## src/hw/rtl/zrs_pkg.sv

```systemverilog
`timescale 1ns / 1ps

package zrs_pkg;

  // Default number of zones held by the sequencer.
  localparam int ZONE_COUNT_DEF = 6;

  // Field widths of a request and a result.
  localparam int CMD_W  = 2;
  localparam int ZIDX_W = 3;
  localparam int DUR_W  = 32;
  localparam int PCT_W  = 10;
  localparam int EV_W   = 2;
  localparam int PROD_W = DUR_W + PCT_W;

  // The percent scale. A run time of P = duration * percent lasts P / 100 ticks.
  localparam logic [PROD_W-1:0] PCT_DIV     = PROD_W'(100);
  localparam logic [PROD_W-1:0] PCT_DIV_TWO = PROD_W'(200);

  // Request command codes.
  localparam logic [CMD_W-1:0] CMD_LOAD  = 2'd0;
  localparam logic [CMD_W-1:0] CMD_START = 2'd1;
  localparam logic [CMD_W-1:0] CMD_STOP  = 2'd2;
  localparam logic [CMD_W-1:0] CMD_TICK  = 2'd3;

  // Result event codes.
  localparam logic [EV_W-1:0] EV_NONE     = 2'd0;
  localparam logic [EV_W-1:0] EV_STARTED  = 2'd1;
  localparam logic [EV_W-1:0] EV_FINISHED = 2'd2;
  localparam logic [EV_W-1:0] EV_STOPPED  = 2'd3;

  typedef struct packed {
    logic [CMD_W-1:0]  command;
    logic [ZIDX_W-1:0] zone_index;
    logic [DUR_W-1:0]  duration_ms;
    logic [PCT_W-1:0]  adjust_percent;
  } zrs_req_t;

  typedef struct packed {
    logic              running;
    logic              valve_open;
    logic [ZIDX_W-1:0] open_zone;
    logic [EV_W-1:0]   event_res;
  } zrs_res_t;

  // Commands from the controller to the datapath.
  typedef struct packed {
    logic            load_wr;      // write the duration store
    logic            halt;         // close the valve and go idle
    logic            tick_dec;     // count one tick off the open zone
    logic            scan_start;   // latch percent, scan from zone zero
    logic            scan_resume;  // scan from the zone after the open one
    logic            mul;          // form the scaled time of the scanned zone
    logic            step;         // move the scan to the next zone
    logic            open;         // open the scanned zone
    logic            emit;         // present a result
    logic [EV_W-1:0] event_code;
  } zrs_cmd_t;

  // Status from the datapath to the controller.
  typedef struct packed {
    logic active;     // a zone is open
    logic idx_ok;     // load index lies inside the store
    logic tick_last;  // the next tick ends the open zone
    logic scan_end;   // the scan has passed the last zone
    logic prod_ok;    // scaled time of the scanned zone is at least PCT_DIV
  } zrs_stat_t;

endpackage

```

## src/hw/rtl/zrs_ctrl.sv

```systemverilog
`timescale 1ns / 1ps

module zrs_ctrl (
  input  logic                     clk,
  input  logic                     rst_n,
  input  logic                     start,
  input  logic [zrs_pkg::CMD_W-1:0] command,
  input  zrs_pkg::zrs_stat_t       stat,
  output logic                     busy,
  output zrs_pkg::zrs_cmd_t        cmd
);
  import zrs_pkg::*;

  localparam logic [1:0] ST_IDLE = 2'd0;
  localparam logic [1:0] ST_MUL  = 2'd1;
  localparam logic [1:0] ST_CHK  = 2'd2;

  logic [1:0] state_r, state_nxt;
  logic       from_start_r, from_start_nxt;

  assign busy = (state_r != ST_IDLE);

  // Next state and command decode.
  always_comb begin
    state_nxt      = state_r;
    from_start_nxt = from_start_r;
    cmd            = '0;
    cmd.event_code = EV_NONE;
    unique case (state_r)
      ST_IDLE: begin
        if (start) begin
          unique case (command)
            CMD_LOAD: begin
              cmd.load_wr = !stat.active && stat.idx_ok;
              cmd.emit    = 1'b1;
            end
            CMD_START: begin
              cmd.scan_start = 1'b1;
              cmd.halt       = 1'b1;
              from_start_nxt = 1'b1;
              state_nxt      = ST_MUL;
            end
            CMD_STOP: begin
              cmd.halt = stat.active;
              cmd.emit = 1'b1;
              if (stat.active) begin
                cmd.event_code = EV_STOPPED;
              end
            end
            CMD_TICK: begin
              if (stat.active && stat.tick_last) begin
                cmd.scan_resume = 1'b1;
                from_start_nxt  = 1'b0;
                state_nxt       = ST_MUL;
              end else begin
                cmd.tick_dec = stat.active;
                cmd.emit     = 1'b1;
              end
            end
            default: begin
              cmd.emit = 1'b1;
            end
          endcase
        end
      end
      ST_MUL: begin
        // Past the last zone the run is over.
        if (stat.scan_end) begin
          cmd.halt       = 1'b1;
          cmd.emit       = 1'b1;
          cmd.event_code = EV_FINISHED;
          state_nxt      = ST_IDLE;
        end else begin
          cmd.mul   = 1'b1;
          state_nxt = ST_CHK;
        end
      end
      ST_CHK: begin
        if (stat.prod_ok) begin
          cmd.open       = 1'b1;
          cmd.emit       = 1'b1;
          cmd.event_code = from_start_r ? EV_STARTED : EV_NONE;
          state_nxt      = ST_IDLE;
        end else begin
          cmd.step  = 1'b1;
          state_nxt = ST_MUL;
        end
      end
      default: begin
        state_nxt = ST_IDLE;
      end
    endcase
  end

  // State registers.
  always_ff @(posedge clk) begin
    if (!rst_n) begin
      state_r      <= ST_IDLE;
      from_start_r <= 1'b0;
    end else begin
      state_r      <= state_nxt;
      from_start_r <= from_start_nxt;
    end
  end

endmodule

```

## src/hw/rtl/zrs_dpath.sv

```systemverilog
`timescale 1ns / 1ps

module zrs_dpath #(
  parameter int ZONE_COUNT = zrs_pkg::ZONE_COUNT_DEF
) (
  input  logic                 clk,
  input  logic                 rst_n,
  input  zrs_pkg::zrs_req_t    req,
  input  zrs_pkg::zrs_cmd_t    cmd,
  output zrs_pkg::zrs_stat_t   stat,
  output logic                 out_strobe,
  output zrs_pkg::zrs_res_t    out_res
);
  import zrs_pkg::*;

  // Scan counter holds ZONE_COUNT itself; store index needs only the depth.
  localparam int ZW  = $clog2(ZONE_COUNT + 1);
  localparam int ZIW = (ZONE_COUNT > 1) ? $clog2(ZONE_COUNT) : 1;

  logic [DUR_W-1:0]  dur_r [ZONE_COUNT];
  logic [PCT_W-1:0]  pct_r;
  logic [ZW-1:0]     scan_r, scan_nxt;
  logic [ZW-1:0]     cur_r, cur_nxt;
  logic              active_r, active_nxt;
  logic [PROD_W-1:0] prod_r;
  logic [PROD_W-1:0] resid_r, resid_nxt;
  logic              strobe_r;
  zrs_res_t          res_r;

  logic [ZIW+ZIDX_W-1:0] load_idx;
  logic [ZW+ZIDX_W-1:0]  cur_ext;

  assign load_idx = {{ZIW{1'b0}}, req.zone_index};
  assign cur_ext  = {{ZIDX_W{1'b0}}, cur_nxt};

  // Status towards the controller.
  always_comb begin
    stat.active    = active_r;
    stat.idx_ok    = (32'(req.zone_index) < 32'(ZONE_COUNT));
    stat.tick_last = (resid_r < PCT_DIV_TWO);
    stat.scan_end  = (32'(scan_r) >= 32'(ZONE_COUNT));
    stat.prod_ok   = (prod_r >= PCT_DIV);
  end

  // Run state updates.
  always_comb begin
    active_nxt = active_r;
    cur_nxt    = cur_r;
    resid_nxt  = resid_r;
    scan_nxt   = scan_r;
    if (cmd.halt) begin
      active_nxt = 1'b0;
      cur_nxt    = '0;
      resid_nxt  = '0;
    end
    if (cmd.tick_dec) begin
      resid_nxt = resid_r - PCT_DIV;
    end
    if (cmd.scan_start) begin
      scan_nxt = '0;
    end
    if (cmd.scan_resume) begin
      scan_nxt = cur_r + ZW'(1);
    end
    if (cmd.step) begin
      scan_nxt = scan_r + ZW'(1);
    end
    if (cmd.open) begin
      active_nxt = 1'b1;
      cur_nxt    = scan_r;
      resid_nxt  = prod_r;
    end
  end

  // Duration store, cleared at reset.
  always_ff @(posedge clk) begin
    if (!rst_n) begin
      for (int i = 0; i < ZONE_COUNT; i++) begin
        dur_r[i] <= '0;
      end
    end else if (cmd.load_wr) begin
      dur_r[load_idx[ZIW-1:0]] <= req.duration_ms;
    end
  end

  // Scaled time of the scanned zone.
  always_ff @(posedge clk) begin
    if (cmd.mul) begin
      prod_r <= PROD_W'(dur_r[scan_r[ZIW-1:0]]) * PROD_W'(pct_r);
    end
  end

  // Run registers and the result register.
  always_ff @(posedge clk) begin
    if (!rst_n) begin
      pct_r    <= '0;
      scan_r   <= '0;
      cur_r    <= '0;
      active_r <= 1'b0;
      resid_r  <= '0;
      strobe_r <= 1'b0;
    end else begin
      if (cmd.scan_start) begin
        pct_r <= req.adjust_percent;
      end
      scan_r   <= scan_nxt;
      cur_r    <= cur_nxt;
      active_r <= active_nxt;
      resid_r  <= resid_nxt;
      strobe_r <= cmd.emit;
    end
  end

  always_ff @(posedge clk) begin
    if (cmd.emit) begin
      res_r.running    <= active_nxt;
      res_r.valve_open <= active_nxt;
      res_r.open_zone  <= active_nxt ? cur_ext[ZIDX_W-1:0] : '0;
      res_r.event_res  <= cmd.event_code;
    end
  end

  assign out_strobe = strobe_r;
  assign out_res    = res_r;

endmodule

```

## src/hw/rtl/zone_run_sequencer_unit.sv

```systemverilog
`timescale 1ns / 1ps
// Load, stop and ticks that do not end a zone give their result in the cycle after the request.
// Start, and a tick that ends a zone, scan the zones with one shared 32x10 multiplier,
// each zone passing a multiply state and a check state; the result follows the check state
// of the zone that opens, or the multiply state that finds the scan past the last zone.
// busy stays high until the result is shown; the receiver cannot stall.
// Synchronous active-low reset clears the duration store, the run state and the controller.
module zone_run_sequencer_unit #(
  parameter int ZONE_COUNT = zrs_pkg::ZONE_COUNT_DEF
) (
  input  logic              clk,
  input  logic              rst_n,
  input  logic              start,
  output logic              busy,
  input  zrs_pkg::zrs_req_t in_req,
  output logic              out_strobe,
  output zrs_pkg::zrs_res_t out_res
);
  import zrs_pkg::*;

  zrs_cmd_t  cmd;
  zrs_stat_t stat;

  // Sequence controller.
  zrs_ctrl u_ctrl (
    .clk     (clk),
    .rst_n   (rst_n),
    .start   (start),
    .command (in_req.command),
    .stat    (stat),
    .busy    (busy),
    .cmd     (cmd)
  );

  // Duration store, scaling multiplier and tick counter.
  zrs_dpath #(
    .ZONE_COUNT (ZONE_COUNT)
  ) u_dpath (
    .clk        (clk),
    .rst_n      (rst_n),
    .req        (in_req),
    .cmd        (cmd),
    .stat       (stat),
    .out_strobe (out_strobe),
    .out_res    (out_res)
  );

endmodule
```

## config.mk

```make
export PLATFORM = sky130hd
export DESIGN_NAME = zone_run_sequencer_unit
export DESIGN_NICKNAME = d
export VERILOG_FILES = /design/src/hw/rtl/zrs_pkg.sv /design/src/hw/rtl/zrs_ctrl.sv /design/src/hw/rtl/zrs_dpath.sv /design/src/hw/rtl/zone_run_sequencer_unit.sv
export SDC_FILE = /design/constraint.sdc
export NUM_CORES = 1
export LEC_CHECK = 0
export ABC_CLOCK_PERIOD_IN_PS = 10240
export BUFFER_PORTS_ARGS = -buffer_cell sky130_fd_sc_hd__buf_2
export CAP_MARGIN = 30
export CORE_MARGIN = 2
export CORE_UTILIZATION = 28
export CTS_CLUSTER_DIAMETER = 50
export DETAILED_ROUTE_END_ITERATION = 16
export RECOVER_POWER = 25
export SYNTH_ARGS = -nofsm -noshare
export SYNTH_HDL_FRONTEND = slang
export SYNTH_SLANG_ARGS = --single-unit
export TNS_END_PERCENT = 5
```

## constraint.sdc

```tcl
create_clock -name clk -period 10.24 [get_ports clk]
set_clock_uncertainty 0.15 [all_clocks]
set_input_delay 1.024 -clock clk [delete_from_list [all_inputs] [get_ports clk]]
set_output_delay 1.024 -clock clk [all_outputs]
set_load 0.005 [all_outputs]
```

==> summary.txt <==
Placement
  – Routability congestion estimate: ~0.85
  – Area after DPL: 0.0278 sq mm
  – IO Port Bufs: 58
  – Placed cell count: approximately 3500
  – DP HPWL: 44.7 mm

Final layout
  – Final Util: 31.9%
  – Most frequent cells in the layout: edfxtp_1 (302), inv_1 (256), fa_1 (238)
  – FILL cells: 9197
  – Most common cell after layout, fill and taps aside: edfxtp_1
  – Layout cells sized above 1: 11.1%
  – Final non-filler cell total: between 3000 and 4000
  – Final #Nets: 2778
  – Synthesis-to-layout area growth: 13.1%
  – FF+latch area: 0.0104 sq mm
  – Final instance area: 0.0292 sq mm
  – Multi-input gate area: 0.0143 sq mm

Clock network
  – Clock-pin slew on the worst setup and hold paths: 0.05 ns
  – Cts bufs inserted: 47
  – Number of hold buffers added after cts: 0
  – CTS H-tree depth: 2
  – CTS tree: yes
  – Number of setup buffers added after CTS: 0
  – Clock tree buffer depth: 3
  – Root Buffer: clkbuf_16
  – CTS Sinks: 366
  – Cts repair resizes: 0
  – Clock Latency Late Sink: between 0.5 and 0.6 ns

Logic synthesis
  – Post-Synth XOR/XNOR Area: 1.70%
  – Synth Register Bits: 366
  – Post-Synth Simple-Gate Area: ~16%
  – Yosys top cell area share: a little over a third
  – Main combinational cell family by area after synthesis: adder cells
  – Cell taking the most area after synthesis: edfxtp_1
  – Cell Area, Synth: between 0.02 and 0.03 sq mm
  – EDFF count, synth: 302
  – Synth Warn #: 0
  – Distinct cells, synth: approximately 80
  – Sequential area share after synthesis: 40.1%
  – Syn Inst Count: 2300
  – Top cells by area, synth: edfxtp_1 (35%), fa_1 (18%), mux4_2 (5.6%), dfxtp_1 (5.0%), ha_1 (4.1%)
  – Post-Synth Adder-Cell Area: 22.5%
  – Multiplexer share of the synthesized area: under 10%
  – Top FF cell, synth: edfxtp_1
  – Mean post-synth cell area: ~11 sq um
  – Synth Area in Compound Gates: 6.94%
  – Synth async-reset ratio: 0%

Die
  – Die height: 308 um
  – FP Rows: 111
  – Core Area: between 0.09 and 0.1 sq mm
  – Die area: roughly 0.095 sq mm
  – Top-Level Pins: between 50 and 60
  – Die W: 308 um
  – Initial Utilization: between 20% and 30%

Setup path
  – CP Data Required Time: 10.41 ns
  – Startpoint types: register
  – Crit path DAT: 8.27 ns
  – CP Max Fanout: 32
  – Worst setup EP type: register
  – Critical path type: reg -> reg

Global routing
  – Vias in the first global route: 18224
  – Initial antenna violation count: 3
  – Total gr overflow: 0
  – Largest net degree at the start of global routing: 53
  – First-pass GRT wire length: 103 mm
  – Tot GR Track Use: 13.9%

Route
  – Antenna viol nets, final: 0
  – First drt pass iteration count: 6
  – WL/cell: approximately 18 um
  – Drt via density: 4.78
  – DRC Markers: 0
  – Drt total wl: 64.6 mm
  – Vias post-DR: about 17000
  – Initial DRC count: about 1300

Hold path
  – Hold Crit Class: reg -> reg
  – HP Start: u_dpath.resid_r[25]$_SDFFE_PN0P_

Timing
  – Unrepaired setup endpoints after global routing: no
  – Final hold vios: 0
  – Final Slew Violations: 160
  – Post-layout min period: 8.11 ns
  – Slew headroom: -45.4%
  – Final Cycle Share: between 70% and 80%
  – Final setup fails: 0
  – Fmax: 0.123 GHz
  – Setup_tns: 0 ns
  – Worst Max-Slew Pin Slew: roughly 2.2 ns

Outcome
  – Failing checks: capacitance limit, slew limit
  – Status: complete, but fails checks

Power
  – Power density cells: 124 mW/mm^2
  – Maximum vdd drop: 0.127 mV
  – Total power: ~3.6 mW
  – Leak: between 10 and 15 nW

Run
  – Maxcap violations: 5
power by group:
part | internal, mW | total, mW | switching, mW
registers | 1.66 | 1.67 | 0.0142
logic | 0.138 | 0.381 | 0.244
clock network | 0.900 | 1.58 | 0.677
total | 2.70 | 3.63 | 0.935
logic make-up after synthesis:
| group | after synthesis |
|---|---|
| multiplexers | 103 |
| other | 1 |
| adder cells (fa/ha/maj) | 322 |
| buffers and inverters | 368 |
| XOR/XNOR | 50 |
| flip-flops | 366 |
| AND/OR/NAND/NOR | 827 |
| AO/OA/AOI/OAI | 263 |
cells in the mapped netlist, types with 25 or more instances:
| cell | count |
|---|---|
| a21o_1 | 25 |
| a21oi_1 | 79 |
| and2_1 | 67 |
| clkbuf_1 | 88 |
| dfxtp_1 | 64 |
| edfxtp_1 | 302 |
| fa_1 | 238 |
| ha_1 | 84 |
| inv_1 | 256 |
| mux4_2 | 64 |
| nand2_1 | 216 |
| nand2b_1 | 69 |
| nor2_1 | 230 |
| nor2b_1 | 123 |
| o21ai_0 | 27 |
| xnor2_1 | 34 |
worst max-delay path, stage by stage, from the launching register on:
cell,delay (ns)
dfxtp_4,0.78
buf_4,0.48
mux4_2,0.55
mux2i_1,0.82
nor2b_1,0.17
fa_1,0.58
inv_1,0.05
fa_1,0.44
fa_1,0.52
inv_1,0.06
fa_1,0.53
inv_1,0.06
fa_1,0.53
inv_1,0.04
ha_1,0.37
a21o_1,0.25
a21oi_1,0.16
nor2b_1,0.08
o211a_1,0.19
a2111oi_0,0.69
nand2_1,0.16
xor2_1,0.17
through the flow:
step                setup WS, ns  hold WS, ns
global placement            2.20        0.321
finish                      2.13        0.334
floorplan                   3.01        0.304
global route                1.75        0.359
CTS                         2.09        0.334
detailed placement          2.08        0.327
layout make-up:
class	instances	area share [%]
Inverter	257	3.31
Timing Repair Buffer	105	2.14
Antenna cell	1	0.00858
Clock inverter	30	0.883
Sequential cell	366	35.5
Tap cell	1186	5.09
Clock buffer	57	4.23
Multi-Input combinational cell	1629	48.9
registers in the layout, indices dropped and copies added, names as in the netlist, named ones only:
name                 cells
u_dpath.out_res          6
u_dpath.active_r         1
u_dpath.prod_r          40
u_dpath.pct_r           10
u_dpath.resid_r         40
u_dpath.scan_r           3
u_dpath.cur_r            3
u_dpath.dur_r          256
u_dpath.out_strobe       1
u_ctrl.state_r           2
u_ctrl.from_start_r      1
path summary, 6_finish.rpt:
path / to / slack [ns] / cells past startpoint
worst max register to register: u_dpath.prod_r[36]$_DFFE_PP_ / 2.13 / 21
worst max-delay path: u_dpath.prod_r[36]$_DFFE_PP_ / 2.13 / 21
worst min register to register: u_dpath.resid_r[25]$_SDFFE_PN0P_ / 0.33 / 2
worst min-delay path: u_dpath.resid_r[25]$_SDFFE_PN0P_ / 0.33 / 2
routing by layer:
metal | wire length, um | track usage [%] | vias to the layer above | part of all wire, %
li1 | - | - | 7972 | -
met1 | 28800 | 18.7 | 8845 | 45
met2 | 30700 | 23.1 | 471 | 47
met3 | 3990 | 2.40 | 75 | 6.2
met4 | 1130 | 3.44 | 0 | 1.7
met5 | 0 | 0 | - | 0
Power figures use the tool's default switching activity.
